**config.mk**
```make
export PLATFORM = sky130hd
export DESIGN_NAME = udp_telemetry_packet_parser_unit_flat
export DESIGN_NICKNAME = d
export VERILOG_FILES = /design/src/hdl/utpp_pkg.sv /design/src/hdl/utpp_if.sv /design/src/hdl/utpp_parser.sv /design/src/hdl/utpp_res_buf.sv /design/src/hdl/udp_telemetry_packet_parser_unit.sv /design/src/flat_wrapper.sv
export SDC_FILE = /design/constraint.sdc
export NUM_CORES = 2
export LEC_CHECK = 0
export BUFFER_PORTS_ARGS = -buffer_cell sky130_fd_sc_hd__buf_2
export CELL_PAD_IN_SITES_DETAIL_PLACEMENT = 0
export CELL_PAD_IN_SITES_GLOBAL_PLACEMENT = 1
export CORE_MARGIN = 4
export CORE_UTILIZATION = 40
export CTS_CLUSTER_SIZE = 28
export DETAILED_ROUTE_END_ITERATION = 7
export GPL_TIMING_DRIVEN = 0
export PLACE_DENSITY_LB_ADDON = 0.25
export SLEW_MARGIN = 5
export SYNTH_ARGS = -nofsm -noshare
export SYNTH_HDL_FRONTEND = slang
export SYNTH_SLANG_ARGS = --single-unit
```
**constraint.sdc**
```tcl
create_clock -name clk_i -period 16.5 [get_ports clk_i]
set_input_delay 3.3 -clock clk_i [delete_from_list [all_inputs] [get_ports clk_i]]
set_output_delay 3.3 -clock clk_i [all_outputs]
set_load 0.02 [all_outputs]
```
**src/hdl/utpp_pkg.sv**
```systemverilog
// Package for the telemetry datagram parser: phase codes, error and kind
// codes, and the result item type. No dependencies.
package utpp_pkg;

  typedef enum logic [3:0] {
    PH_TYPE, PH_BLEN, PH_TLEN_HI, PH_TLEN_LO, PH_TOPIC, PH_VALUE, PH_SKIP,
    PH_REC_TYPE, PH_REC_LEN, PH_REC_DATA, PH_DRAIN
  } phase_e;

  localparam logic [1:0] KIND_TOPIC   = 2'd0;
  localparam logic [1:0] KIND_VALUE   = 2'd1;
  localparam logic [1:0] KIND_SIG     = 2'd2;
  localparam logic [1:0] KIND_SUMMARY = 2'd3;

  localparam logic [2:0] ERR_OK        = 3'd0;
  localparam logic [2:0] ERR_SHORT     = 3'd1;
  localparam logic [2:0] ERR_OVERRUN   = 3'd2;
  localparam logic [2:0] ERR_TOPIC_LEN = 3'd3;
  localparam logic [2:0] ERR_TOPIC_OVR = 3'd4;
  localparam logic [2:0] ERR_VALUE_LEN = 3'd5;
  localparam logic [2:0] ERR_RECORD    = 3'd6;
  localparam logic [2:0] ERR_LEN_FIELD = 3'd7;

  localparam logic [3:0] TYPE_PUBLISH   = 4'd3;
  localparam logic [3:0] TYPE_SUBSCRIBE = 4'd8;

  localparam logic [7:0] REC_NUMBER = 8'h6E;
  localparam logic [7:0] REC_REPLY  = 8'h72;
  localparam logic [7:0] REC_SIG    = 8'h73;

  localparam logic [15:0] MAX_FIELD_RESET = 16'd4096;

  typedef struct packed {
    logic [1:0]  kind;
    logic [7:0]  payload_byte;
    logic [3:0]  packet_type;
    logic [3:0]  packet_flags;
    logic [15:0] topic_length;
    logic [15:0] value_length;
    logic [31:0] packet_number;
    logic [31:0] reply_number;
    logic        has_signature;
    logic [15:0] signed_span;
    logic [2:0]  error_code;
    logic        last;
  } res_t;

endpackage

```
**src/hdl/utpp_if.sv**
```systemverilog
// Stream interfaces for the telemetry datagram parser: input bytes and
// result items. Depends on utpp_pkg.
interface utpp_byte_if;
  logic       valid;
  logic       ready;
  logic [7:0] data_byte;
  logic       end_of_packet;
  modport source (output valid, data_byte, end_of_packet, input ready);
  modport sink   (input valid, data_byte, end_of_packet, output ready);
endinterface

interface utpp_res_if;
  logic          valid;
  logic          ready;
  utpp_pkg::res_t res;
  modport source (output valid, res, input ready);
  modport sink   (input valid, res, output ready);
endinterface

```
**src/hdl/utpp_parser.sv**
```systemverilog
// Parse state machine of the telemetry datagram parser: one byte per
// transfer, up to two result items. Depends on utpp_pkg.
module utpp_parser #(
  parameter int MAX_PACKET_BYTES  = 65536,
  parameter int MAX_LENGTH_GROUPS = 4
) (
  input  logic           clk_i,
  input  logic           rst_ni,
  input  logic           acc_i,
  input  logic [7:0]     byte_i,
  input  logic           eop_i,
  input  logic           cfg_we_i,
  input  logic [15:0]    cfg_data_i,
  output logic [1:0]     n_res_o,
  output utpp_pkg::res_t res0_o,
  output utpp_pkg::res_t res1_o
);
  localparam int OFF_W = $clog2(MAX_PACKET_BYTES + 1);
  localparam int GC_W  = ($clog2(MAX_LENGTH_GROUPS + 1) > 3) ?
                         $clog2(MAX_LENGTH_GROUPS + 1) : 3;
  localparam int HL_W  = GC_W + 1;
  localparam int CMP_W = (OFF_W > 29) ? OFF_W + 1 : 30;

  utpp_pkg::phase_e ph_q, ph_d;
  logic [OFF_W-1:0] off_q, off_d;
  logic [27:0] body_q, body_d, rem_q, rem_d, lacc_q, lacc_d;
  logic [HL_W-1:0] hl_q, hl_d;
  logic [GC_W-1:0] gc_q, gc_d;
  logic [7:0]  rtype_q, rtype_d;
  logic [31:0] wacc_q, wacc_d;
  logic [3:0]  ptype_q, ptype_d, pflags_q, pflags_d;
  logic [15:0] tlen_q, tlen_d, vlen_q, vlen_d, span_q, span_d, maxf_q;
  logic [31:0] pnum_q, pnum_d, rnum_q, rnum_d;
  logic        sig_q, sig_d, zs_q, zs_d;
  logic [2:0]  err_q, err_d, e_fin;

  logic [27:0] grp_acc;
  logic [GC_W-1:0] grp_cnt;
  logic        grp_ovf, grp_done;
  logic [15:0] tl;
  logic [15:0] rstart;
  logic [CMP_W-1:0] body_end;
  logic        emit;
  utpp_pkg::res_t byte_res, sum_res;

  always_comb begin
    grp_acc  = {lacc_q[20:0], byte_i[6:0]};
    grp_cnt  = gc_q + GC_W'(1);
    grp_done = !byte_i[7];
    grp_ovf  = (lacc_q[27:21] != 7'd0) ||
               (!grp_done && (grp_cnt >= GC_W'(MAX_LENGTH_GROUPS)));
    tl       = {wacc_q[7:0], byte_i};
  end

  always_comb begin
    ph_d = ph_q; off_d = off_q; body_d = body_q; rem_d = rem_q; lacc_d = lacc_q;
    hl_d = hl_q; gc_d = gc_q; rtype_d = rtype_q; wacc_d = wacc_q;
    ptype_d = ptype_q; pflags_d = pflags_q; tlen_d = tlen_q; vlen_d = vlen_q;
    span_d = span_q; pnum_d = pnum_q; rnum_d = rnum_q; sig_d = sig_q;
    zs_d = zs_q; err_d = err_q;
    emit = 1'b0;
    byte_res = '0;
    byte_res.payload_byte = byte_i;
    rstart = '0;
    e_fin = '0;
    sum_res = '0;
    body_end = '0;

    if (off_q >= OFF_W'(MAX_PACKET_BYTES)) begin
      if (err_d == utpp_pkg::ERR_OK) err_d = utpp_pkg::ERR_OVERRUN;
      ph_d = utpp_pkg::PH_DRAIN;
    end else begin
      off_d = off_q + OFF_W'(1);
    end

    unique case (ph_d)
      utpp_pkg::PH_TYPE: begin
        ptype_d = byte_i[7:4];
        pflags_d = byte_i[3:0];
        lacc_d = '0; gc_d = '0;
        ph_d = utpp_pkg::PH_BLEN;
      end
      utpp_pkg::PH_BLEN: begin
        if (grp_ovf) begin
          if (err_d == utpp_pkg::ERR_OK) err_d = utpp_pkg::ERR_LEN_FIELD;
          ph_d = utpp_pkg::PH_DRAIN;
        end else begin
          lacc_d = grp_acc; gc_d = grp_cnt;
          if (grp_done) begin
            body_d = grp_acc;
            hl_d = HL_W'(grp_cnt) + HL_W'(1);
            if (ptype_q == utpp_pkg::TYPE_PUBLISH || ptype_q == utpp_pkg::TYPE_SUBSCRIBE)
              ph_d = utpp_pkg::PH_TLEN_HI;
            else if (grp_acc == '0) ph_d = utpp_pkg::PH_REC_TYPE;
            else begin
              rem_d = grp_acc; ph_d = utpp_pkg::PH_SKIP;
            end
          end
        end
      end
      utpp_pkg::PH_TLEN_HI: begin
        wacc_d = {24'd0, byte_i};
        ph_d = utpp_pkg::PH_TLEN_LO;
      end
      utpp_pkg::PH_TLEN_LO: begin
        if (tl > maxf_q) begin
          if (err_d == utpp_pkg::ERR_OK) err_d = utpp_pkg::ERR_TOPIC_LEN;
          ph_d = utpp_pkg::PH_DRAIN;
        end else if ({12'd0, tl} + 28'd2 > body_q) begin
          if (err_d == utpp_pkg::ERR_OK) err_d = utpp_pkg::ERR_TOPIC_OVR;
          ph_d = utpp_pkg::PH_DRAIN;
        end else begin
          lacc_d = body_q - 28'd2 - {12'd0, tl};
          if (tl == 16'd0) begin
            // Topic is empty, so the value field starts right away.
            if (lacc_d > {12'd0, maxf_q}) begin
              if (err_d == utpp_pkg::ERR_OK) err_d = utpp_pkg::ERR_VALUE_LEN;
              ph_d = utpp_pkg::PH_DRAIN;
            end else if (lacc_d == '0) ph_d = utpp_pkg::PH_REC_TYPE;
            else begin
              rem_d = lacc_d; zs_d = 1'b0;
              ph_d = (ptype_q == utpp_pkg::TYPE_PUBLISH) ?
                     utpp_pkg::PH_VALUE : utpp_pkg::PH_SKIP;
            end
          end else begin
            rem_d = {12'd0, tl}; zs_d = 1'b0; ph_d = utpp_pkg::PH_TOPIC;
          end
        end
      end
      utpp_pkg::PH_TOPIC: begin
        emit = 1'b1;
        byte_res.kind = utpp_pkg::KIND_TOPIC;
        if (byte_i == 8'd0) zs_d = 1'b1;
        else if (!zs_q) tlen_d = tlen_q + 16'd1;
        rem_d = rem_q - 28'd1;
        if (rem_d == '0) begin
          if (lacc_q > {12'd0, maxf_q}) begin
            if (err_d == utpp_pkg::ERR_OK) err_d = utpp_pkg::ERR_VALUE_LEN;
            ph_d = utpp_pkg::PH_DRAIN;
          end else if (lacc_q == '0) ph_d = utpp_pkg::PH_REC_TYPE;
          else begin
            rem_d = lacc_q; zs_d = 1'b0;
            ph_d = (ptype_q == utpp_pkg::TYPE_PUBLISH) ?
                   utpp_pkg::PH_VALUE : utpp_pkg::PH_SKIP;
          end
        end
      end
      utpp_pkg::PH_VALUE: begin
        emit = 1'b1;
        byte_res.kind = utpp_pkg::KIND_VALUE;
        if (byte_i == 8'd0) zs_d = 1'b1;
        else if (!zs_q) vlen_d = vlen_q + 16'd1;
        rem_d = rem_q - 28'd1;
        if (rem_d == '0) ph_d = utpp_pkg::PH_REC_TYPE;
      end
      utpp_pkg::PH_SKIP: begin
        rem_d = rem_q - 28'd1;
        if (rem_d == '0) ph_d = utpp_pkg::PH_REC_TYPE;
      end
      utpp_pkg::PH_REC_TYPE: begin
        rtype_d = byte_i;
        rstart = 16'(off_d - OFF_W'(1));
        lacc_d = '0; gc_d = '0; wacc_d = '0;
        if (byte_i == utpp_pkg::REC_SIG) begin
          sig_d = 1'b1; span_d = rstart;
        end
        ph_d = utpp_pkg::PH_REC_LEN;
      end
      utpp_pkg::PH_REC_LEN: begin
        if (grp_ovf) begin
          if (err_d == utpp_pkg::ERR_OK) err_d = utpp_pkg::ERR_LEN_FIELD;
          ph_d = utpp_pkg::PH_DRAIN;
        end else begin
          lacc_d = grp_acc; gc_d = grp_cnt;
          if (grp_done) begin
            if (grp_acc == '0) begin
              if (err_d == utpp_pkg::ERR_OK) err_d = utpp_pkg::ERR_RECORD;
              ph_d = utpp_pkg::PH_DRAIN;
            end else begin
              rem_d = grp_acc; gc_d = '0; ph_d = utpp_pkg::PH_REC_DATA;
            end
          end
        end
      end
      utpp_pkg::PH_REC_DATA: begin
        if ((rtype_q == utpp_pkg::REC_NUMBER || rtype_q == utpp_pkg::REC_REPLY) &&
            gc_q < GC_W'(4)) begin
          wacc_d = {wacc_q[23:0], byte_i};
          gc_d = gc_q + GC_W'(1);
        end
        if (rtype_q == utpp_pkg::REC_SIG) begin
          emit = 1'b1; byte_res.kind = utpp_pkg::KIND_SIG;
        end
        rem_d = rem_q - 28'd1;
        if (rem_d == '0) begin
          if (rtype_q == utpp_pkg::REC_NUMBER) pnum_d = wacc_d;
          else if (rtype_q == utpp_pkg::REC_REPLY) rnum_d = wacc_d;
          ph_d = utpp_pkg::PH_REC_TYPE;
        end
      end
      default: ;
    endcase

    if (eop_i) begin
      body_end = CMP_W'(hl_d) + CMP_W'(body_d);
      e_fin = err_d;
      if (off_d < OFF_W'(2)) e_fin = utpp_pkg::ERR_SHORT;
      else if (err_d == utpp_pkg::ERR_OK) begin
        priority case (ph_d)
          utpp_pkg::PH_BLEN: e_fin = utpp_pkg::ERR_OVERRUN;
          utpp_pkg::PH_TLEN_HI, utpp_pkg::PH_TLEN_LO, utpp_pkg::PH_TOPIC,
          utpp_pkg::PH_VALUE, utpp_pkg::PH_SKIP:
            e_fin = (CMP_W'(off_d) < body_end) ? utpp_pkg::ERR_OVERRUN
                                                : utpp_pkg::ERR_TOPIC_OVR;
          utpp_pkg::PH_REC_LEN, utpp_pkg::PH_REC_DATA: e_fin = utpp_pkg::ERR_RECORD;
          default: ;
        endcase
      end else if (err_d >= utpp_pkg::ERR_TOPIC_LEN && err_d <= utpp_pkg::ERR_VALUE_LEN &&
                   CMP_W'(off_d) < body_end) begin
        e_fin = utpp_pkg::ERR_OVERRUN;
      end
      sum_res.kind = utpp_pkg::KIND_SUMMARY;
      sum_res.packet_type = ptype_d;
      sum_res.packet_flags = pflags_d;
      sum_res.topic_length = tlen_d;
      sum_res.value_length = vlen_d;
      sum_res.packet_number = pnum_d;
      sum_res.reply_number = rnum_d;
      sum_res.has_signature = sig_d;
      sum_res.signed_span = span_d;
      sum_res.error_code = e_fin;
      sum_res.last = 1'b1;
      ph_d = utpp_pkg::PH_TYPE; off_d = '0; body_d = '0; rem_d = '0; lacc_d = '0;
      hl_d = '0; gc_d = '0; rtype_d = '0; wacc_d = '0; ptype_d = '0; pflags_d = '0;
      tlen_d = '0; vlen_d = '0; span_d = '0; pnum_d = '0; rnum_d = '0; sig_d = 1'b0;
      zs_d = 1'b0; err_d = '0;
    end
  end

  always_comb begin
    n_res_o = acc_i ? (2'(emit) + 2'(eop_i)) : 2'd0;
    res0_o = emit ? byte_res : sum_res;
    res1_o = sum_res;
  end

  always_ff @(posedge clk_i or negedge rst_ni) begin
    if (!rst_ni) begin
      ph_q <= utpp_pkg::PH_TYPE; off_q <= '0; body_q <= '0; rem_q <= '0;
      lacc_q <= '0; hl_q <= '0; gc_q <= '0; rtype_q <= '0; wacc_q <= '0;
      ptype_q <= '0; pflags_q <= '0; tlen_q <= '0; vlen_q <= '0; span_q <= '0;
      pnum_q <= '0; rnum_q <= '0; sig_q <= 1'b0; zs_q <= 1'b0; err_q <= '0;
      maxf_q <= utpp_pkg::MAX_FIELD_RESET;
    end else begin
      if (cfg_we_i) maxf_q <= cfg_data_i;
      if (acc_i) begin
        ph_q <= ph_d; off_q <= off_d; body_q <= body_d; rem_q <= rem_d;
        lacc_q <= lacc_d; hl_q <= hl_d; gc_q <= gc_d; rtype_q <= rtype_d;
        wacc_q <= wacc_d; ptype_q <= ptype_d; pflags_q <= pflags_d;
        tlen_q <= tlen_d; vlen_q <= vlen_d; span_q <= span_d; pnum_q <= pnum_d;
        rnum_q <= rnum_d; sig_q <= sig_d; zs_q <= zs_d; err_q <= err_d;
      end
    end
  end
endmodule

```
**src/hdl/utpp_res_buf.sv**
```systemverilog
// Two-entry result buffer: takes up to two items per cycle, releases one.
// Depends on utpp_pkg.
module utpp_res_buf (
  input  logic           clk_i,
  input  logic           rst_ni,
  input  logic [1:0]     push_n_i,
  input  utpp_pkg::res_t push0_i,
  input  utpp_pkg::res_t push1_i,
  output logic           has_room_o,
  output logic           valid_o,
  input  logic           ready_i,
  output utpp_pkg::res_t res_o
);
  utpp_pkg::res_t slot_q [2];
  utpp_pkg::res_t slot_d [2];
  logic [1:0] cnt_q, cnt_d, left;
  logic       pop;

  always_comb begin
    pop = valid_o && ready_i;
    left = cnt_q - 2'(pop);
    has_room_o = (left == 2'd0);
    slot_d[0] = pop ? slot_q[1] : slot_q[0];
    slot_d[1] = slot_q[1];
    if (push_n_i != 2'd0) begin
      if (left == 2'd0) begin
        slot_d[0] = push0_i;
        slot_d[1] = push1_i;
      end else begin
        slot_d[1] = push0_i;
      end
    end
    cnt_d = left + push_n_i;
  end

  assign valid_o = (cnt_q != 2'd0);
  assign res_o = slot_q[0];

  always_ff @(posedge clk_i or negedge rst_ni) begin
    if (!rst_ni) cnt_q <= '0;
    else cnt_q <= cnt_d;
  end

  always_ff @(posedge clk_i) begin
    slot_q[0] <= slot_d[0];
    slot_q[1] <= slot_d[1];
  end

  a_cnt_max: assert property (@(posedge clk_i) disable iff (!rst_ni) cnt_q <= 2'd2)
    else $error("result buffer count out of range");
  a_push_fits: assert property (@(posedge clk_i) disable iff (!rst_ni)
    (push_n_i == 2'd2) |-> (left == 2'd0))
    else $error("two results pushed into an occupied buffer");
  a_hold: assert property (@(posedge clk_i) disable iff (!rst_ni)
    (valid_o && !ready_i) |=> valid_o && $stable(res_o))
    else $error("stalled head result changed");
endmodule

```
**src/hdl/udp_telemetry_packet_parser_unit.sv**
```systemverilog
// Top level of the telemetry datagram parser: parse state machine and result
// buffer. Depends on utpp_pkg, utpp_if, utpp_parser and utpp_res_buf.
//
//  Channel  Direction  Transfer carries
//  in_i     sink       data_byte, end_of_packet
//  out_o    source     res (kind, payload_byte, summary fields, last)
//  cfg      write      cfg_we_i, cfg_data_i (max_field_len)
//
// Each byte is parsed in the cycle of its transfer; the parse state registers
// hold the result of that single pass, and its results enter a two-entry buffer.
// A new byte is taken every cycle while out_o is ready and results drain at one
// per cycle; a byte that yields both a forwarded byte and the summary holds
// in_i.ready low until the single output port of the buffer releases the second.
// Reset is asynchronous and active low; it empties the buffer and clears the
// parser but sets max_field_len to its reset value. A stall on out_o holds the
// buffer and drops in_i.ready once it cannot take two more results.
module udp_telemetry_packet_parser_unit #(
  parameter int MAX_PACKET_BYTES  = 65536,
  parameter int MAX_LENGTH_GROUPS = 4
) (
  input  logic        clk_i,
  input  logic        rst_ni,
  utpp_byte_if.sink   in_i,
  utpp_res_if.source  out_o,
  input  logic        cfg_we_i,
  input  logic [15:0] cfg_data_i
);
  logic           acc;
  logic           room;
  logic [1:0]     n_res;
  utpp_pkg::res_t res0, res1;

  // The buffer must be able to take the worst case of two results.
  assign in_i.ready = room;
  assign acc = in_i.valid && room;

  utpp_parser #(
    .MAX_PACKET_BYTES (MAX_PACKET_BYTES),
    .MAX_LENGTH_GROUPS(MAX_LENGTH_GROUPS)
  ) u_parser (
    .clk_i     (clk_i),
    .rst_ni    (rst_ni),
    .acc_i     (acc),
    .byte_i    (in_i.data_byte),
    .eop_i     (in_i.end_of_packet),
    .cfg_we_i  (cfg_we_i),
    .cfg_data_i(cfg_data_i),
    .n_res_o   (n_res),
    .res0_o    (res0),
    .res1_o    (res1)
  );

  utpp_res_buf u_buf (
    .clk_i     (clk_i),
    .rst_ni    (rst_ni),
    .push_n_i  (n_res),
    .push0_i   (res0),
    .push1_i   (res1),
    .has_room_o(room),
    .valid_o   (out_o.valid),
    .ready_i   (out_o.ready),
    .res_o     (out_o.res)
  );

  a_summary_last: assert property (@(posedge clk_i) disable iff (!rst_ni)
    out_o.valid |-> (out_o.res.last == (out_o.res.kind == utpp_pkg::KIND_SUMMARY)))
    else $error("last flag does not match summary kind");
  a_eop_summary: assert property (@(posedge clk_i) disable iff (!rst_ni)
    (acc && in_i.end_of_packet) |-> (n_res != 2'd0))
    else $error("end of datagram produced no summary");
  a_no_res_idle: assert property (@(posedge clk_i) disable iff (!rst_ni)
    !acc |-> (n_res == 2'd0))
    else $error("result produced without a transfer");
endmodule

```
**src/flat_wrapper.sv**
```systemverilog
// flat-port wrapper written by rule: the top's interface ports become plain ports
module udp_telemetry_packet_parser_unit_flat 
#(
  parameter int MAX_PACKET_BYTES  = 65536,
  parameter int MAX_LENGTH_GROUPS = 4
)
  (clk_i, rst_ni, cfg_we_i, cfg_data_i, in_i_valid, in_i_data_byte, in_i_end_of_packet, in_i_ready, out_o_valid, out_o_res, out_o_ready);
  utpp_byte_if in_i_i ();
  utpp_res_if out_o_i ();
  input  logic clk_i;
  input  logic rst_ni;
  input  logic cfg_we_i;
  input  logic [15:0] cfg_data_i;
  input wire logic [$bits(in_i_i.valid)-1:0] in_i_valid;
  input wire logic [$bits(in_i_i.data_byte)-1:0] in_i_data_byte;
  input wire logic [$bits(in_i_i.end_of_packet)-1:0] in_i_end_of_packet;
  output wire logic [$bits(in_i_i.ready)-1:0] in_i_ready;
  output wire logic [$bits(out_o_i.valid)-1:0] out_o_valid;
  output wire logic [$bits(out_o_i.res)-1:0] out_o_res;
  input wire logic [$bits(out_o_i.ready)-1:0] out_o_ready;
  assign in_i_i.valid = in_i_valid;
  assign in_i_i.data_byte = in_i_data_byte;
  assign in_i_i.end_of_packet = in_i_end_of_packet;
  assign in_i_ready = in_i_i.ready;
  assign out_o_valid = out_o_i.valid;
  assign out_o_res = out_o_i.res;
  assign out_o_i.ready = out_o_ready;
  udp_telemetry_packet_parser_unit #(.MAX_PACKET_BYTES(MAX_PACKET_BYTES), .MAX_LENGTH_GROUPS(MAX_LENGTH_GROUPS)) u_core (.clk_i(clk_i), .rst_ni(rst_ni), .in_i(in_i_i), .out_o(out_o_i), .cfg_we_i(cfg_we_i), .cfg_data_i(cfg_data_i));
endmodule
```
Word level (Yosys, flattened, before mapping). Memory sizes are Yosys's and may differ from the RTL's. Cells that the tools add are included.

Word-level logic and storage cells: 260. Bits of input ports: 30. Memories kept: 1. Register bits after elaboration: 295. Bits in writable memories: 270.

Equality and inequality tests: 34. Mux-type cells: 138. Order comparisons: 11. Reduce and logical (&&, ||, !) cells: 41. $add $sub $neg: 14.

Memories: u_core.u_buf.slot_q (words 2, width 135, rd ports 2, clocked after memory_dff 0, write ports 2, RTL line utpp_res_buf.sv:14) `utpp_pkg::res_t slot_q [2];`.

Operators by type and width (count): 28-bit 2-to-1 mux (23); 135-bit 2-to-1 mux (4); 32-bit 2-to-1 mux (12); 270-bit 2-to-1 mux (1); 16-bit 2-to-1 mux (11); 28-bit case mux with 5 select lines (1); 125-bit 2-to-1 mux (1); 28-bit zero test (4); 32-bit case mux with 3 select lines (1); 3-bit 2-to-1 mux (29); 4-bit 2-to-1 mux (21); 28-bit case mux with 3 select lines (1); 28-bit by 16-bit > comparator with 1-bit output (2); 17-bit 2-to-1 mux (2); 16-bit by 1-bit adder with 16-bit output (second input constant) (2); 8-bit by 7-bit equality test with 1-bit output (second input constant) (4); 4-bit case mux with 8 select lines (1); 4-bit by 28-bit adder with 29-bit output (1); 17-bit by 29-bit < comparator with 1-bit output (1); 4-bit by 3-bit equality test with 1-bit output (second input constant) (7); 17-bit by 28-bit > comparator with 1-bit output (1); 28-bit by 1-bit subtractor with 28-bit output (second input constant) (1); 28-bit by 16-bit subtractor with 28-bit output (1); 28-bit by 2-bit subtractor with 28-bit output (second input constant) (1); 47 further kinds (105).

Longest topological paths before layout.
Depth after elaboration: 20. Gate-level depth with buffers: 29. Mapped depth without buffers: 25.

Hierarchy. From an unflattened synthesis, not the netlist that was laid out.

Cell total of the unflattened synthesis: 4644. Area total of the unflattened synthesis: 36597.6 um^2.

Modules (own cells, without submodules): utpp_parser (instances 1, cells an instance 3174, area each 24095.6 um^2); utpp_res_buf (instances 1, cells an instance 1469, area each 12495.7 um^2); udp_telemetry_packet_parser_unit (instances 1, cells an instance 1, area each 6.3 um^2).

Least setup slack after synthesis. OpenSTA, ideal clock, no wires.

Path type: input-to-reg. From: input port out_o_ready. To: memory u_core.u_buf.slot_q[0][135] (netlist name) (enable). Required time: 15.948 ns. Arrival time: 8.987 ns. Setup slack: 6.961 ns. Path buffers: 4. Stages on the path: 11. Library setup time: 0.552 ns. Cells stage by stage: nand2_1 -> inv_2 -> buf_1 -> ha_1 -> xnor2_1 -> and3_1 -> clkbuf_1 -> o21ai_0 -> inv_1 -> clkbuf_1 -> clkbuf_1.

RTL lines: from (decl) (RTL line flat_wrapper.sv:20) `input wire logic [$bits(out_o_i.ready)-1:0] out_o_ready;`; to (decl) (RTL line utpp_res_buf.sv:14).

Worst setup path in the final report.
From: input port in_i_data_byte[1]. To: register u_core.u_parser.rem_q[16].

Cells in the longest elaborated chain, start to end: 8. Elaborated cells between the ends (all ways): 26. Classes of those cells: add/sub (2); order compare (3); eq/ne (4); mux (13); reduce/logical (4).

Ends and longest elaborated chain: from (decl) (RTL line flat_wrapper.sv:15) `input wire logic [$bits(in_i_i.data_byte)-1:0] in_i_data_byte;`; parallel branches: the longest is 8 deep, another holds 28-bit by 16-bit subtractor with 28-bit output; to (signal assigned) (RTL line utpp_parser.sv:248) `ph_q <= utpp_pkg::PH_TYPE; off_q <= '0; body_q <= '0; rem_q <= '0;`; to (signal assigned) (RTL line utpp_parser.sv:256) `ph_q <= ph_d; off_q <= off_d; body_q <= body_d; rem_q <= rem_d;`; to (decl) (RTL line utpp_parser.sv:26) `logic [27:0] body_q, body_d, rem_q, rem_d, lacc_q, lacc_d;`.

Parallel ways; which one is timed is not known. The select of a mux whose other input is x is not followed. A chain may end at the register's enable or synchronous reset.

==> results.md <==
* Storage cell area at 0.0141 mm^2
* Simple-Gate Fraction of Synth Area at 0.161
* Synth area leaders: dfrtp_1 (23%), edfxtp_1 (12%), dfxtp_1 (8.3%), mux2i_1 (6.7%), nand2_1 (5.2%)
* Largest net degree at the start of global routing at 97
* Initial Utilization at 0.403
* Final period util at 0.642
* Clock slew at reported path FFs at 60 ps
* Kind of critical path: in -> reg
* Root Buffer: clkbuf_16
* Hold crit path type: reg -> reg
* Die ar. at 0.0858 mm^2
* Top-count cell post-synth: nand2_1
* Final wirelength at 115 mm
* Synthesized area per cell at 9.16 um^2
* Final Setup Violations at 0
* EDFF count, synth at 135
* Die width at 293 um
* Area Growth Syn to Fin at 14.2%
* Site Rows at 104
* PwrDens at 211 mW/mm^2
* Total power draw at 7.82 mW
* Fillers at 7,973
* Die Ht at 293 um
* Antenna violations before repair at 1
* Worst r2r path cells at 28
* Hold path cells at 2
* CTS tree: yes
* I/O pin count at 167
* Number of max-cap violations at 1
* Startpoint Class: input port
* TritonCTS buffer count at 67
* Vias at 28,027
* Worst Setup End Kind: flip-flop
* Max FO, Critical Path at 10
* Synth Area in Compound Gates at 0.173
* Core ar. at 0.0805 mm^2
* Placer Congestion at 0.981
* Post_cts resized at 0
* Final hold vios at 0
* DR pass1 iterations at 6
* Clock tree sinks at 565
* LEAKAGE at 15.9 nW
* Post-CTS setup buffer count at 0
* Synth Cell Area at 0.0325 mm^2
* H-tree Lvls at 3
* Worst Path Arrival at 11,110 ps
* Net Count, Synth at 3,706
* VDD IR-drop max at 0.118 mV
* Main combinational cell family by area after synthesis: compound AO/OA/AOI/OAI gates
* Minimum clock period at 10,590 ps
* Most frequent cells after synthesis: nand2_1 (454), dfrtp_1 (294), o21ai_0 (262)
* Area leader, netlist: dfrtp_1
* First-pass GRT wire length at 174 mm
* Multi-input logic area at 0.0160 mm^2
* Post-Route Skew at 25.1 ps
* DR vias/cell at 5.72
* Gr ovfl total at 0
* Remaining antenna violation count at 0
* Synth Flop Type: dfrtp_1
* Xor and xnor fraction of the mapped netlist area at 0.0356
* #FFs+latches synth at 565
* # hold bufs at CTS at 0
* Failing checks: capacitance limit
* Post-synthesis mux area share at 0.0704
* CTS Buffer Depth at 3
* Global Route Usage Sum at 0.262
* Post-synth top area share at 0.227
* Yosys warnings at 0
* Share of cells above drive strength 1 at 0.121
* HPWL after DPL at 86.0 mm
* Detailed Route Iter0 Violations at 2,741
* Synth Instances at 3,543
* Status: finished with violations
* Adder-cell share of the synthesized area at 0.0517
* Ys async rst share at 0.522
* Max Clk Rate at 94.4 MHz
* Final-stage net count at 3,948
* CP Data Required Time at 17,020 ps
* Max Slew Vio Count at 0
* Vias in the first global route at 27,287
* RSZ-0062 raised after global routing: no
* IO Port Bufs at 166
* Cell variety after synth at 98
* Slew margin rel. at 0.00908
* DR DRC count at 0
* Hold Slack at 477 ps
* Clock latency at the later pin of the worst-skew pair at 620 ps
* Sequential fraction of the synthesis area at 0.436
* Worst slew pin tran at 1470 ps
* Number of diodes at 0
* Sum of negative setup slack at 0 ps
* Wirelength per Cell at 23.4 um
==> worst paths after layout <==
| path | from | end | slack [ps] |
|---|---|---|---|
| max in group asynchronous | rst_ni | u_core.u_parser.pnum_q[24]$_DFFE_PN0P_ | 12660 |
| min in group asynchronous | rst_ni | u_core.u_parser.maxf_q[13]$_DFFE_PN0P_ | 2600 |
| min | u_core.u_parser.pnum_q[7]$_DFFE_PN0P_ | u_core.u_parser.pnum_q[7]$_DFFE_PN0P_ | 480 |
| max | in_i_data_byte[1] | u_core.u_parser.rem_q[16]$_DFFE_PN0P_ | 5910 |
| min reg2reg | u_core.u_parser.pnum_q[7]$_DFFE_PN0P_ | u_core.u_parser.pnum_q[7]$_DFFE_PN0P_ | 480 |
| max reg2reg | u_core.u_parser.ph_q[0]$_DFFE_PN0P_ | u_core.u_buf.slot_q[0][1]$_DFF_P_ | 8390 |
==> cell families after synthesis <==
kind of cell	Yosys count
buffers and inverters	482
multiplexers	227
AND/OR/NAND/NOR	1123
AO/OA/AOI/OAI	881
XOR/XNOR	132
adder cells (fa/ha/maj)	133
flip-flops	565
==> layout make-up <==
class / instances / share of cell area
multi-input cells: 2496 / 0.431
well taps: 1060 / 0.0358
clock inverters: 31 / 0.0114
repair buffers: 173 / 0.0268
inverters: 102 / 0.0103
plain buffers: 380 / 0.0530
clock buffers: 93 / 0.0500
flip-flops and latches: 565 / 0.381
==> worst max-delay path, stage by stage <==
cell and delay [ps]:
buf_2 130, clkbuf_1 880, inv_1 630, ha_1 510, ha_1 250, fa_1 400, a21o_1 230, a221oi_4 450
o31ai_1 200, or2_2 330, xor2_1 510, ha_1 360, nand2_1 80, nor2_1 40, a211oi_1 300, a21o_1 160
a31o_2 160, nand4_1 120, nor4_2 660, or2_1 260, a21oi_4 140, nor2_4 260, buf_2 320, nand2_1 190
o2bb2ai_1 230
==> power by group <==
| group | internal, mW | leakage [nW] | switching, mW | total, mW |
|---|---|---|---|---|
| combinational | 1.48 | 8.41 | 2.80 | 4.28 |
| clock | 0.908 | 1.10 | 0.638 | 1.55 |
| sequential | 1.77 | 6.44 | 0.230 | 2.00 |
| total | 4.16 | 15.9 | 3.66 | 7.82 |
==> registers in the layout, summed over array words and instances (netlist names) <==
name,count
u_core.u_parser.off_q,17
u_core.u_parser.ptype_q,4
u_core.u_parser.err_q,3
u_core.u_parser.zs_q,1
u_core.u_parser.hl_q,4
u_core.u_parser.wacc_q,32
u_core.u_buf.cnt_q,2
u_core.u_parser.gc_q,3
u_core.u_parser.tlen_q,16
u_core.u_parser.span_q,16
u_core.u_parser.rtype_q,8
u_core.u_parser.sig_q,1
u_core.u_parser.maxf_q,16
u_core.u_parser.vlen_q,16
u_core.u_buf.slot_q,270
u_core.u_parser.rem_q,28
u_core.u_parser.lacc_q,28
u_core.u_parser.pflags_q,4
u_core.u_parser.ph_q,4
u_core.u_parser.pnum_q,32
u_core.u_parser.rnum_q,32
u_core.u_parser.body_q,28
==> layer usage <==
metal / track usage / part of all wire / vias to the layer above
li1: - / - / 13129
met1: 0.369 / 0.45 / 13661
met2: 0.407 / 0.44 / 1007
met3: 0.0419 / 0.068 / 230
met4: 0.0982 / 0.039 / 0
met5: 0 / 0 / -
==> cells in the final DEF (no fill, tap or decap), types with 11 or more instances in the layout <==
master | synthesis | final
ha_1 | 131 | 131
a21oi_1 | 141 | 141
nand3_1 | 65 | 65
o21ai_0 | 262 | 262
o31ai_1 | 39 | 39
dfrtp_1 | 294 | 294
a21o_1 | 21 | 21
nor2b_1 | 23 | 23
and2_1 | 21 | 21
nand2b_1 | 18 | 18
a31oi_1 | 27 | 27
buf_2 | 9 | 174
o22ai_1 | 118 | 118
xor2_1 | 54 | 54
inv_1 | 100 | 100
nand4_1 | 39 | 39
buf_1 | 16 | 16
or4_1 | 12 | 12
nand2_1 | 454 | 454
o2111ai_1 | 11 | 11
nor4_1 | 35 | 33
a22oi_1 | 29 | 29
buf_4 | 137 | 139
o21ai_1 | 26 | 26
or2_2 | 12 | 12
and3_1 | 33 | 33
mux2i_1 | 217 | 217
dfxtp_1 | 135 | 135
clkbuf_16 | 0 | 68
xnor2_1 | 78 | 78
clkbuf_1 | 214 | 232
edfxtp_1 | 135 | 135
and4_1 | 12 | 12
o211ai_1 | 14 | 14
nor2_1 | 261 | 261
nor3_1 | 72 | 71
o21a_1 | 14 | 14
a211oi_1 | 30 | 30
a22o_1 | 71 | 71
or3_1 | 34 | 34
==> per-stage QoR <==
step           area [um^2]  setup slack (ps)  std cells  utilization
2_1_floorplan        32500              6960       3543            -
3_3_place_gp         34600              2660       4769        0.430
3_5_place_dp         34800              5410       4776        0.432
4_1_cts              37100              6070       4900        0.460
5_1_grt              37100              5700       4900        0.460
6_report             37100              5910       4900        0.460
No activity file was read; power rests on OpenSTA's default activity.
